File: config.mk
export PLATFORM = sky130hd
export DESIGN_NAME = duplicate_filter_forward_decision_top
export DESIGN_NICKNAME = d
export VERILOG_FILES = /design/src/design/dffd_pkg.sv /design/src/design/dffd_ctrl.sv /design/src/design/dffd_dp.sv /design/src/design/duplicate_filter_forward_decision_top.sv
export SDC_FILE = /design/constraint.sdc
export NUM_CORES = 1
export LEC_CHECK = 0
export BUFFER_PORTS_ARGS = -buffer_cell sky130_fd_sc_hd__buf_2
export CAP_MARGIN = 0
export CORE_ASPECT_RATIO = 1.4
export CORE_MARGIN = 2
export CORE_UTILIZATION = 60
export CTS_CLUSTER_SIZE = 25
export DETAILED_ROUTE_END_ITERATION = 16
export MAX_ROUTING_LAYER = met4
export PLACE_DENSITY = 0.87
export SETUP_SLACK_MARGIN = 0.5
export SYNTH_ARGS = -nofsm -noshare
export SYNTH_HDL_FRONTEND = slang
export SYNTH_SLANG_ARGS = --single-unit
File: constraint.sdc
create_clock -name clk -period 7.1 [get_ports clk]
set_clock_uncertainty 0.1 [all_clocks]
set_input_delay 0.355 -clock clk [delete_from_list [all_inputs] [get_ports clk]]
set_output_delay 0.355 -clock clk [all_outputs]
set_load 0.01 [all_outputs]
File: src/design/dffd_pkg.sv
// Types and constants shared by the duplicate filter / forward decision block.
// No dependencies.
`default_nettype none
package dffd_pkg;

  // action codes
  localparam logic [2:0] ACT_DUP       = 3'd0;
  localparam logic [2:0] ACT_DELIVER   = 3'd1;
  localparam logic [2:0] ACT_FORWARD   = 3'd2;
  localparam logic [2:0] ACT_CONGESTED = 3'd3;
  localparam logic [2:0] ACT_TTL       = 3'd4;
  localparam logic [2:0] ACT_IGNORE    = 3'd5;

  // ack flag bits
  localparam logic [7:0] ACK_CONGESTED = 8'h80;
  localparam logic [7:0] ACK_DROPPED   = 8'h40;
  localparam logic [7:0] ACK_LIFETIME  = 8'h20;

  // packet header beat
  typedef struct packed {
    logic [3:0]  conn_id;
    logic [15:0] originator;
    logic [7:0]  end_seqno;
    logic [7:0]  hop_count;
    logic [3:0]  time_to_live;
    logic        have_route;
    logic        queue_room;
  } in_t;

  // decision beat
  typedef struct packed {
    logic [2:0] action;
    logic       ack_send;
    logic [7:0] ack_flags;
    logic [7:0] out_hops;
    logic [3:0] out_ttl;
  } out_t;

  // identity of a packet as kept in the seen table
  typedef struct packed {
    logic [3:0]  conn_id;
    logic [15:0] originator;
    logic [7:0]  end_seqno;
  } key_t;

  // commands from controller to datapath
  typedef struct packed {
    logic capture;   // latch the header
    logic eval;      // look up, record, decide
  } cmd_t;

endpackage
`default_nettype wire

File: src/design/dffd_ctrl.sv
// Controller for the duplicate filter: accepts a header, then runs its
// evaluation state. Depends on dffd_pkg.
`default_nettype none
module dffd_ctrl
  import dffd_pkg::*;
(
  input  wire  clk,
  input  wire  rst,
  input  wire  start,
  output logic busy,
  output cmd_t cmd
);

  localparam logic ST_IDLE = 1'b0;
  localparam logic ST_EVAL = 1'b1;

  logic state;
  logic state_next;

  // next state
  always_comb begin
    state_next = state;
    unique case (state)
      ST_IDLE: if (start) state_next = ST_EVAL;
      ST_EVAL: state_next = ST_IDLE;
      default: state_next = ST_IDLE;
    endcase
  end

  always_ff @(posedge clk) begin
    if (rst) state <= ST_IDLE;
    else     state <= state_next;
  end

  // outputs
  assign busy        = (state == ST_EVAL);
  assign cmd.capture = (state == ST_IDLE) && start;
  assign cmd.eval    = (state == ST_EVAL);

endmodule
`default_nettype wire

File: src/design/dffd_dp.sv
// Datapath: header register, seen table with valid bits, round-robin
// insert pointer, sink register and decision logic. Depends on dffd_pkg.
`default_nettype none
module dffd_dp
  import dffd_pkg::*;
#(
  parameter int TABLE_DEPTH = 8
) (
  input  wire       clk,
  input  wire       rst,
  input  wire cmd_t cmd,
  input  wire in_t  in_item,
  input  wire       cfg_we,
  input  wire       cfg_wdata,
  output logic      done,
  output out_t      result
);

  localparam int PTR_W = (TABLE_DEPTH > 1) ? $clog2(TABLE_DEPTH) : 1;
  localparam logic [PTR_W-1:0] PTR_LAST = PTR_W'(TABLE_DEPTH - 1);

  in_t              hdr;
  key_t             entries [TABLE_DEPTH];
  logic [TABLE_DEPTH-1:0] valid;
  logic [PTR_W-1:0] insert_ptr;
  logic             is_sink;
  key_t             key;
  logic             hit;
  out_t             decision;

  // sink register
  always_ff @(posedge clk) begin
    if (rst)         is_sink <= 1'b0;
    else if (cfg_we) is_sink <= cfg_wdata;
  end

  // header capture
  always_ff @(posedge clk) begin
    if (cmd.capture) hdr <= in_item;
  end

  assign key = '{conn_id: hdr.conn_id, originator: hdr.originator,
                 end_seqno: hdr.end_seqno};

  // parallel compare against every entry
  always_comb begin
    hit = 1'b0;
    for (int k = 0; k < TABLE_DEPTH; k++) begin
      if (valid[k] && (entries[k] == key)) hit = 1'b1;
    end
  end

  // table update on a new packet
  always_ff @(posedge clk) begin
    if (rst) begin
      valid      <= '0;
      insert_ptr <= '0;
    end else if (cmd.eval && !hit) begin
      valid[insert_ptr] <= 1'b1;
      insert_ptr        <= (insert_ptr == PTR_LAST) ? '0 : insert_ptr + 1'b1;
    end
  end

  always_ff @(posedge clk) begin
    if (cmd.eval && !hit) entries[insert_ptr] <= key;
  end

  // forwarding decision
  always_comb begin
    decision = '0;
    if (hit) begin
      decision.action   = ACT_DUP;
      decision.ack_send = 1'b1;
    end else if (is_sink) begin
      decision.action   = ACT_DELIVER;
      decision.ack_send = 1'b1;
    end else if (hdr.time_to_live <= 4'd1) begin
      decision.action    = ACT_TTL;
      decision.ack_send  = 1'b1;
      decision.ack_flags = ACK_DROPPED | ACK_LIFETIME;
    end else if (!hdr.have_route) begin
      decision.action = ACT_IGNORE;
    end else if (!hdr.queue_room) begin
      decision.action    = ACT_CONGESTED;
      decision.ack_send  = 1'b1;
      decision.ack_flags = ACK_DROPPED | ACK_CONGESTED;
    end else begin
      decision.action   = ACT_FORWARD;
      decision.ack_send = 1'b1;
      decision.out_hops = (hdr.hop_count == 8'hFF) ? 8'hFF : hdr.hop_count + 8'd1;
      decision.out_ttl  = hdr.time_to_live - 4'd1;
    end
  end

  // result register, one-cycle strobe
  always_ff @(posedge clk) begin
    if (rst) done <= 1'b0;
    else     done <= cmd.eval;
  end

  always_ff @(posedge clk) begin
    if (cmd.eval) result <= decision;
  end

endmodule
`default_nettype wire

File: src/design/duplicate_filter_forward_decision_top.sv
// Top level of the duplicate filter / forward decision block.
// Depends on dffd_pkg, dffd_ctrl and dffd_dp.
`default_nettype none
// A header is taken when start is high and busy is low, and latched. While
// busy is high the seen table is compared in parallel, updated and the
// decision registered. The result shows on result for exactly one cycle,
// marked by done, in the cycle in which busy falls; a new header may be
// started in that same cycle. The receiver cannot stall, so done must be
// sampled when it occurs. Users must write is_sink via cfg_we/cfg_wdata
// only while no header is in flight; the block does not enforce this.
module duplicate_filter_forward_decision_top
  import dffd_pkg::*;
#(
  parameter int TABLE_DEPTH = 8
) (
  input  wire      clk,
  input  wire      rst,
  input  wire      start,
  output logic     busy,
  input  wire in_t in_item,
  output logic     done,
  output out_t     result,
  input  wire      cfg_we,
  input  wire      cfg_wdata
);

  cmd_t cmd;

  // controller
  dffd_ctrl u_ctrl (
    .clk   (clk),
    .rst   (rst),
    .start (start),
    .busy  (busy),
    .cmd   (cmd)
  );

  // datapath
  dffd_dp #(
    .TABLE_DEPTH (TABLE_DEPTH)
  ) u_dp (
    .clk       (clk),
    .rst       (rst),
    .cmd       (cmd),
    .in_item   (in_item),
    .cfg_we    (cfg_we),
    .cfg_wdata (cfg_wdata),
    .done      (done),
    .result    (result)
  );

  // an accepted beat is evaluated next cycle
  a_accept_busy: assert property (@(posedge clk) disable iff (rst)
    (start && !busy) |=> busy)
    else $error("accepted header did not enter evaluation");

  // every evaluation yields exactly one strobe
  a_busy_done: assert property (@(posedge clk) disable iff (rst)
    busy |=> (done && !busy))
    else $error("evaluation did not produce a result");

  // no strobe without a preceding evaluation
  a_done_src: assert property (@(posedge clk) disable iff (rst)
    done |-> $past(busy))
    else $error("result strobe without evaluation");

  // duplicates never carry flags or forward fields
  a_dup_clean: assert property (@(posedge clk) disable iff (rst)
    (done && result.action == ACT_DUP) |->
      (result.ack_flags == 8'h00 && result.out_hops == 8'h00 && result.ack_send))
    else $error("malformed duplicate result");

endmodule
`default_nettype wire

==> qor.csv, run 1 <==
metric,value,unit
outcome,finished clean,
clock_latency,0.53,ns
placed_cells,1047,
synth_commonest_cells,"edfxtp_1 (285), xnor2_1 (224), nand4_1 (47)",
whs_path_depth,2,
numClockSinks,299,
power_leakage,4.494,nW
power_per_cell_area,261.0,mW/mm2
clk_pin_slew_worst_paths,0.07,ns
dp_hpwl,16090,um
synth-edff-count,285,
die_w,124.9,um
pin_count,73,
post-synth-top-count-cell,edfxtp_1,
tightest_slew,1.180,ns
cts_tree,built,
grtUsageTotal,26.56,%
fillers,1151,
max-cap-violations,0,
h-tree-depth,1,
crit_buf_inv,1,
start_util,61.40,%
setup_viol,0,
crit_family,simple AND/OR/NAND/NOR gates,
worst_ep_arrival_time,4.06,ns
drc,0,
die_y,173.3,um
rsz0062_at_grt,false,
cp.required,7.25,ns
antenna_cells,0,
cts_resized,0,
antenna_found_initial,0,
slew_viol_final,0,
slew-limit-headroom,20.73,%
rows,61,
synthArstFlopShare,0,%
grt_max_degree,29,
critPathMaxStageDelay,0.94,ns
cts_hold_buf,44,
max_freq,0.2558,GHz
finalCriticalPeriod,3.909,ns
setup_slack,3.191,ns
yosysWarnings,0,
synth-seq-cells,299,
netlist_instances,752,
pre_cts_ws,3.400,ns
holdPathEnd,u_dp.done,
critPathSlowestCell,edfxtp_1,
area_delta_synth_final,14.61,%
crit_chain,"xnor2_1, nand4_1, nor4_1, a22oi_1, nand4_2, or2_1, nor3_2, buf_4",
wl_per_cell,24.34,um
cts_buffer_depth,3,
grt_pass1_wl,42300,um
fin_crit_sh,55.06,%
final_nets,920,
reg2reg_slack,3.19,ns
grt_pass1_vias,7118,
synth_ff_type,edfxtp_1,
instances_no_fill,1139,
cts_buffers,27,
synthDominantCellAreaShare,69.70,%
cp_max_fo,28,
coreArea,0.02000,mm2
vdd_ir_drop_max,274.5,uV
via_count,6883,
hp-class,primary input to flip-flop,
routed_wl,27730,um
place.gp.congestion,0.9189,
synth_area_leaders,"edfxtp_1 (70%), xnor2_1 (16%), nand4_1 (2.4%)",
drt_first_pass_iters,5,
postPlaceCellArea,0.01277,mm2
yosysSeqAreaShare,71.99,%
rr_worst_depth,8,
fin_area,0.01407,mm2
ys_types,41,
synth.avg_cell_area,16.33,um2
drive_gt1_share,14.43,%
vias_per_cell,6.043,
r2r-end,u_dp.entries[1][1],
critPathKind,flip-flop to flip-flop,
drt_iter0_drc,726,
hold_violations,0,
cp-end-kind,flip-flop,
grt_overflow_total,0,
fin_setup_tns,0,ns
die_area,0.02164,mm2
yosys.area.top_type,edfxtp_1,
syn_area,0.01228,mm2
cts_setup_buffers,0,
cts_root_buffer,clkbuf_16,
numPortBuffers,67,
ant_nets,0,
min_from,rst,
reg2reg_from,u_dp.hdr[16],
start_kind,flip-flop,
==> sequential cells by signal, summed over array words and instances, names as in the netlist <==
name and cells:
u_dp.hdr 42, u_ctrl.busy 1, u_dp.valid 8, u_dp.done 1, u_dp.insert_ptr 3, u_dp.is_sink 1, u_dp.entries 224, u_dp.result 19
==> area by class of cell <==
type | instances | area, um2 | share of cell area, %
sequential | 299 | 8838 | 62.81
multi-input combinational | 405 | 3151 | 22.39
timing repair buffer | 123 | 865.8 | 6.153
clock buffer | 40 | 744.5 | 5.290
tap | 252 | 315.3 | 2.241
clock inverter | 8 | 112.6 | 0.8002
inverter | 12 | 45.04 | 0.3201
==> through the flow <==
step / hold slack (ns) / util, % / total power, W
after global routing: 0.1148 / 70.37 / 0.003753
after detailed placement: 0.3589 / 63.88 / 0.002237
after floorplan: 0.3271 / - / 0.002177
final: 0.08055 / 70.37 / 0.003673
after global placement: 0.3573 / 63.88 / 0.002228
after CTS: 0.07254 / 70.37 / 0.003668
==> layout by cell type (no fill, tap or decap), types with 13 or more instances in the layout <==
| cell type | instances |
|---|---|
| nand2_1 | 13 |
| xnor2_1 | 224 |
| edfxtp_1 | 285 |
| dfxtp_1 | 14 |
| buf_2 | 67 |
| and3_1 | 13 |
| nand4_1 | 47 |
| nor4_1 | 16 |
| clkbuf_16 | 27 |
| dlygate4sd3_1 | 44 |
==> power by group <==
| part | total [W] | internal (W) | leakage, nW | switching, W |
|---|---|---|---|---|
| clock | 0.00145 | 0.000831 | 0.417 | 0.000614 |
| sequential | 0.00205 | 0.00197 | 2.72 | 0.0000744 |
| combinational | 0.000181 | 0.0000940 | 1.35 | 0.0000872 |
| total | 0.00367 | 0.00290 | 4.49 | 0.000775 |
==> logic make-up after synthesis <==
| logic type | share of synthesized area (%) |
|---|---|
| AO/OA/AOI/OAI | 1.457 |
| flip-flops | 71.99 |
| AND/OR/NAND/NOR | 6.685 |
| buffers and inverters | 2.884 |
| other | 0.03054 |
| adder cells (fa/ha/maj) | 0.5095 |
| multiplexers | 0.2548 |
| XOR/XNOR | 16.19 |
==> worst max path at each step <==
| stage | start | end | slack (ns) | cells past startpoint |
|---|---|---|---|---|
| floorplan | u_dp.hdr[39] | u_dp.entries[0][0] | 2.06 | 10 |
| global placement | u_dp.hdr[16] | u_dp.entries[4][1] | 3.46 | 8 |
| detailed placement | u_dp.hdr[22] | u_dp.entries[4][1] | 3.40 | 8 |
| CTS | u_dp.hdr[16] | u_dp.entries[3][3] | 3.32 | 8 |
| global route | u_dp.hdr[21] | u_dp.entries[1][8] | 3.13 | 8 |
| finish | u_dp.hdr[16] | u_dp.entries[1][1] | 3.19 | 8 |
==> metal layers <==
layer	global-route usage [%]	wire length (um)	part of all wire [%]	vias to the layer above
li1	-	-	-	2979
met1	31.81	9868	36	3447
met2	46.77	14840	54	393
met3	2.932	2011	7.3	64
met4	9.769	1006	3.6	0
met5	-	0	0	-
Power figures use the tool's default switching activity.
==> run 2: changes to the inputs <==
--- a/config.mk
+++ b/config.mk
@@ -9,11 +9,11 @@
 export CAP_MARGIN = 0
 export CORE_ASPECT_RATIO = 1.4
 export CORE_MARGIN = 2
-export CORE_UTILIZATION = 60
+export CORE_UTILIZATION = 55
 export CTS_CLUSTER_SIZE = 25
 export DETAILED_ROUTE_END_ITERATION = 16
 export MAX_ROUTING_LAYER = met4
-export PLACE_DENSITY = 0.87
+export PLACE_DENSITY = 0.84
 export SETUP_SLACK_MARGIN = 0.5
 export SYNTH_ARGS = -nofsm -noshare
 export SYNTH_HDL_FRONTEND = slang
==> constraint.sdc (replaced) <==
create_clock -name clk -period 3.3 [get_ports clk]
set_clock_uncertainty 0.1 [all_clocks]
set_input_delay 0.165 -clock clk [delete_from_list [all_inputs] [get_ports clk]]
set_output_delay 0.165 -clock clk [all_outputs]
set_load 0.01 [all_outputs]
==> run 2 against run 1 <==
Register-to-register slack got worse by 3.0 ns. Largest cell class unchanged. Hold slack got worse by 0.077 ns. Worst setup slack got worse by 3.0 ns.
==> qor.csv, run 2 (same netlist as run 1, synthesis figures left out) <==
metric,value,unit,change
critPathKind,flip-flop to flip-flop,,
numClockSinks,299,,unchanged
vdd_ir_drop_max,690.3,uV,+150%
drt_iter0_drc,997,,+37%
slew-limit-headroom,65.65,%,+45 points
tightest_slew,0.5141,ns,-0.6658 ns
setup_viol,0,,unchanged
final-seq-area,0.008838,mm2,unchanged
max_freq,0.3189,GHz,+25%
grtUsageTotal,28.56,%,+2.0 points
die_y,180.8,um,+4.3%
r2r-end,u_dp.entries[3][11],,
numPortBuffers,67,,unchanged
min_from,start,,
place.gp.congestion,0.8998,,-2.1%
fillers,1040,,-9.6%
p_total,0.008265,W,+130%
antenna_found_initial,0,,unchanged
rsz0062_at_grt,true,,
met2_usage,48.82,%,+2.0 points
holdPathEnd,u_dp.hdr[33],,
h-tree-depth,1,,unchanged
cp_max_fo,8,,-71%
start_util,56.16,%,-5.2 points
grt_pass1_vias,7926,,+11%
outcome,finished clean,,
grt-busiest-layer,met2,,
top_register,u_dp.entries,,
fin_setup_tns,0,ns,unchanged
power_leakage,5.528,nW,+23%
die_area,0.02355,mm2,+8.8%
multi_input_area,0.003493,mm2,+11%
start_kind,flip-flop,,
cts_buffers,26,,-3.7%
clock_latency,0.54,ns,about the same
use_met3,4.057,%,+1.1 points
reg2reg_from,u_dp.hdr[20],,
wl_per_cell,28.56,um,+17%
die_w,130.3,um,+4.3%
reg2reg_slack,0.16,ns,-3.03 ns
final_cell_mix,"edfxtp_1 (285), xnor2_1 (218), buf_2 (67)",,
area_delta_synth_final,32.02,%,
finalCriticalPeriod,3.136,ns,-0.7735 ns
final_nets,1044,,+13%
power_per_cell_area,509.9,mW/mm2,+95%
slew_viol_final,0,,unchanged
hp-class,primary input to flip-flop,,
clk_pin_slew_worst_paths,0.08,ns,about the same
use_met1,33.99,%,+2.2 points
vias_per_cell,6.079,,+0.59%
rows,64,,+4.9%
dp_hpwl,16850,um,+4.7%
whs_path_depth,2,,unchanged
hold_violations,0,,unchanged
worst_ep_arrival_time,3.29,ns,-0.77 ns
final_util,74.15,%,+3.8 points
grt_overflow_total,0,,unchanged
rr_worst_depth,14,,+6
top_regs,"u_dp.entries (224), u_dp.hdr (42), u_dp.result (19)",,
coreArea,0.02186,mm2,+9.3%
grt_max_degree,32,,+10%
routed_wl,37390,um,+35%
final_common_cell,edfxtp_1,,
pin_count,73,,unchanged
grt_pass1_wl,48040,um,+14%
via_count,7957,,+16%
ant_nets,0,,unchanged
max-cap-violations,0,,unchanged
drt_first_pass_iters,5,,unchanged
largest_reg_flops,224,,unchanged
cts_tree,built,,
cp.required,3.46,ns,-3.79 ns
fin_crit_sh,95.02,%,+40 points
cts_buffer_depth,3,,unchanged
antenna_cells,0,,unchanged
drive_gt1_share,28.46,%,+14 points
cp-end-kind,flip-flop,,
drc,0,,unchanged
cts_root_buffer,clkbuf_16,,
## run 2: cell count changes in the layout (fill, tap and decap cells not counted), sizes merged
cell	delta
buf	+112
clkbuf	+8
clkinvlp	+3
dlygate4sd3	+2
## run 2: stage by stage
step | cells | setup slack [ns] | instance area, um2 | hold slack, ns
3_5_place_dp | 1129 | 0.09277 | 13350 | 0.2431
2_1_floorplan | 756 | 0.08316 | 12400 | 0.1639
4_1_cts | 1270 | 0.2498 | 15430 | 0.01285
6_report | 1309 | 0.1643 | 16210 | 0.003160
5_1_grt | 1309 | 0.08669 | 16210 | 0.009640
3_3_place_gp | 1129 | 0.1388 | 13350 | 0.2409
## run 2: layer usage
metal  wire length [um]  up-vias  share of wire (%)
met2              19180      629                 51
met5                  0        -                  0
met1              12570     3951                 34
met3               3320      132                8.9
met4               2317        0                6.2
li1                   -     3245                  -
## run 2: area by class of cell
type,instances,area share (%)
sequential,299,54.53
multi-input combinational,405,21.55
timing repair buffer,248,15.83
clock buffer,37,4.655
tap,297,2.293
clock inverter,11,0.8645
inverter,12,0.2779
## run 2: what timing repair did
| item | CTS | global route |
|---|---|---|
| pin swaps | 16 | 29 |
| gates resized for setup | 49 | 42 |
| hold endpoints to repair | 52 | 0 |
| cloned | 7 | 14 |
| setup buffers | 40 | 25 |
| hold buffers | 46 | 0 |
| endpoints found under the setup margin | 241 | 246 |
## run 2: worst max path at each step
stage / start / endpoint / slack (ns)
after floorplan: u_dp.hdr[39] / u_dp.entries[0][0] / 0.08
after global placement: u_dp.hdr[31] / u_dp.entries[7][21] / 0.14
after detailed placement: u_dp.hdr[31] / u_dp.entries[7][21] / 0.09
after CTS: u_dp.hdr[22] / u_dp.entries[2][23] / 0.25
after global routing: u_dp.hdr[26] / u_dp.entries[2][1] / 0.09
final: u_dp.hdr[20] / u_dp.entries[3][11] / 0.16
## run 2: power breakdown
part / switching [W] / internal (W) / leakage (nW)
Combinational: 0.000392 / 0.000341 / 2.38
Sequential: 0.0000565 / 0.00424 / 2.72
Clock: 0.00140 / 0.00184 / 0.428
## run 2: worst max-delay path, stage by stage, from the launching register on
cell	delay, ns
edfxtp_1	0.44
buf_12	0.19
xnor2_1	0.13
nand4_1	0.20
nor4_1	0.09
buf_4	0.15
a22oi_2	0.20
nand4_2	0.17
or2_4	0.29
buf_12	0.13
buf_6	0.12
buf_6	0.12
nor3_4	0.16
buf_6	0.18
clkbuf_16	0.17
==> run 3: changes to the inputs <==
--- a/config.mk
+++ b/config.mk
@@ -5,15 +5,15 @@
 export SDC_FILE = /design/constraint.sdc
 export NUM_CORES = 1
 export LEC_CHECK = 0
-export BUFFER_PORTS_ARGS = -buffer_cell sky130_fd_sc_hd__buf_2
 export CAP_MARGIN = 0
 export CORE_ASPECT_RATIO = 1.4
 export CORE_MARGIN = 2
-export CORE_UTILIZATION = 55
+export CORE_UTILIZATION = 57
 export CTS_CLUSTER_SIZE = 25
 export DETAILED_ROUTE_END_ITERATION = 16
+export DONT_BUFFER_PORTS = 1
 export MAX_ROUTING_LAYER = met4
-export PLACE_DENSITY = 0.84
+export PLACE_DENSITY = 0.83
 export SETUP_SLACK_MARGIN = 0.5
 export SYNTH_ARGS = -nofsm -noshare
 export SYNTH_HDL_FRONTEND = slang
==> run 3 against run 2 <==
Combinational power is 11% lower. Sequential share of layout area is 3.0 points higher. Clock-buffer cell count is 7 lower. Worst setup slack worse by 0.063 ns. Power is 4.0% lower. Sequential power hardly changed. Critical path type unchanged. Critical endpoint is now u_dp.valid[5].
==> qor.csv, run 3 (same netlist as run 1, synthesis figures left out) <==
metric,value,unit,change
start_kind,flip-flop,,
fin_crit_sh,96.92,%,+1.9 points
drc,0,,unchanged
vias_per_cell,6.571,,+8.1%
cts_root_buffer,clkbuf_16,,
max_freq,0.3126,GHz,-2.0%
final_common_cell,edfxtp_1,,
grt_max_degree,34,,+6.3%
slew-limit-headroom,48.83,%,-17 points
die_w,128.0,um,-1.7%
numPortBuffers,0,,-100%
grt_pass1_vias,7768,,-2.0%
clk_pin_slew_worst_paths,0.08,ns,about the same
h-tree-depth,1,,unchanged
tightest_slew,0.7650,ns,+0.2509 ns
numClockSinks,299,,unchanged
power_per_cell_area,516.8,mW/mm2,+1.4%
slew_viol_final,0,,unchanged
routed_wl,35140,um,-6.0%
setup_viol,0,,unchanged
power_leakage,4.995,nW,-9.6%
pin_count,73,,unchanged
vdd_ir_drop_max,508.6,uV,-26%
grt_overflow_total,0,,unchanged
largest_reg_flops,224,,unchanged
antenna_found_initial,0,,unchanged
cts_buffers,26,,unchanged
holdPathEnd,u_dp.hdr[6],,
start_util,57.90,%,+1.7 points
clock_latency,0.54,ns,about the same
cts_tree,built,,
max-cap-violations,0,,unchanged
worst_ep_arrival_time,3.48,ns,+0.19 ns
drt_iter0_drc,1039,,+4.2%
area_delta_synth_final,25.11,%,
critPathKind,flip-flop to flip-flop,,
fin_setup_tns,0,ns,unchanged
grtUsageTotal,29.48,%,+0.93 points
drive_gt1_share,19.93,%,-8.5 points
min_from,in_item[6],,
r2r-end,u_dp.valid[5],,
cp.required,3.58,ns,+0.12 ns
finalCriticalPeriod,3.199,ns,+0.06278 ns
outcome,finished clean,,
instances_no_fill,1173,,-10%
cts_buffer_depth,3,,unchanged
cp_max_fo,9,,+1
die_y,177.7,um,-1.7%
place.gp.congestion,0.9328,,+3.7%
wl_per_cell,29.96,um,+4.9%
top_register,u_dp.entries,,
drt_first_pass_iters,5,,unchanged
placed_cells,1025,,-9.2%
die_area,0.02275,mm2,-3.4%
dp_hpwl,17080,um,+1.3%
ant_nets,0,,unchanged
hold_violations,0,,unchanged
reg2reg_from,u_dp.hdr[36],,
antenna_cells,0,,unchanged
final_nets,945,,-9.5%
grt_pass1_wl,47470,um,-1.2%
rsz0062_at_grt,true,,
rr_worst_depth,13,,-1
rows,63,,-1.6%
via_count,7708,,-3.1%
whs_path_depth,1,,-1
top_regs,"u_dp.entries (224), u_dp.hdr (42), u_dp.result (19)",,
cp-end-kind,flip-flop,,
coreArea,0.02120,mm2,-3.0%
final_util,72.44,%,-1.7 points
reg2reg_slack,0.10,ns,-0.06 ns
final_cell_mix,"edfxtp_1 (285), xnor2_1 (222), nand4_1 (47)",,
hp-class,primary input to flip-flop,,
-- run 3: where the power goes --
group / internal [W] / leakage (nW) / switching, W
Combinational: 0.000294 / 1.86 / 0.000358
Sequential: 0.00424 / 2.72 / 0.0000666
Clock: 0.00158 / 0.408 / 0.00141
Total: 0.00611 / 4.99 / 0.00183
-- run 3: timing repair --
action,in CTS,in global routing
resized for setup,32,13
setup endpoints to repair,246,252
buffers inserted,32,11
hold buffers,46,0
endpoints found under the hold margin,65,0
pin swaps,8,6
gates cloned,4,7
-- run 3: layout make-up --
cell class / instances / area, um2
sequential: 299 / 8838
clock inverter: 18 / 113.9
fill: 1042 / 5843
timing repair buffer: 149 / 1967
tap: 260 / 325.3
inverter: 12 / 45.04
multi-input combinational: 405 / 3385
clock buffer: 30 / 686.9
-- run 3: worst max path at each step --
| stage | endpoint | cells after the start | slack, ns | start |
|---|---|---|---|---|
| 2_1_floorplan | u_dp.entries[0][0] | 10 | 0.08 | u_dp.hdr[39] |
| 3_3_place_gp | u_dp.entries[3][22] | 9 | 0.16 | u_dp.hdr[18] |
| 3_5_place_dp | u_dp.entries[3][11] | 9 | 0.04 | u_dp.hdr[18] |
| 4_1_cts | u_dp.entries[7][15] | 13 | 0.33 | u_dp.hdr[36] |
| 5_1_grt | u_dp.entries[6][8] | 14 | 0.07 | u_dp.hdr[36] |
| 6_report | u_dp.valid[5] | 13 | 0.10 | u_dp.hdr[36] |
-- run 3: worst max-delay path, cell delays in order, from the launching register on --
cell and delay [ns]:
edfxtp_1 0.46, buf_12 0.20, buf_4 0.14, xnor2_1 0.11
nand3_1 0.14, nor4_2 0.09, a22oi_2 0.25, nand4_2 0.19
or2_4 0.30, buf_6 0.13, buf_12 0.13, buf_12 0.13
buf_4 0.14, o32ai_1 0.52
-- run 3: stage by stage --
step                total power (W)  hold WS, ns  instance area [um2]  worst slack [ns]
finish                     0.007939       0.1493                15360            0.1015
CTS                        0.007794       0.1398                14990            0.3347
global placement           0.004851       0.1395                13160            0.1578
global route               0.008097       0.1434                15360           0.07283
floorplan                  0.004691       0.1639                12400           0.08316
detailed placement         0.004878       0.1352                13160           0.04116
-- run 3: layer usage --
layer	up-vias	global-route usage [%]	routed length [um]
met5	-	-	0
met4	0	16.62	2781
met3	195	4.673	3380
met2	680	50.00	17480
met1	3792	33.35	11500
li1	3041	-	-
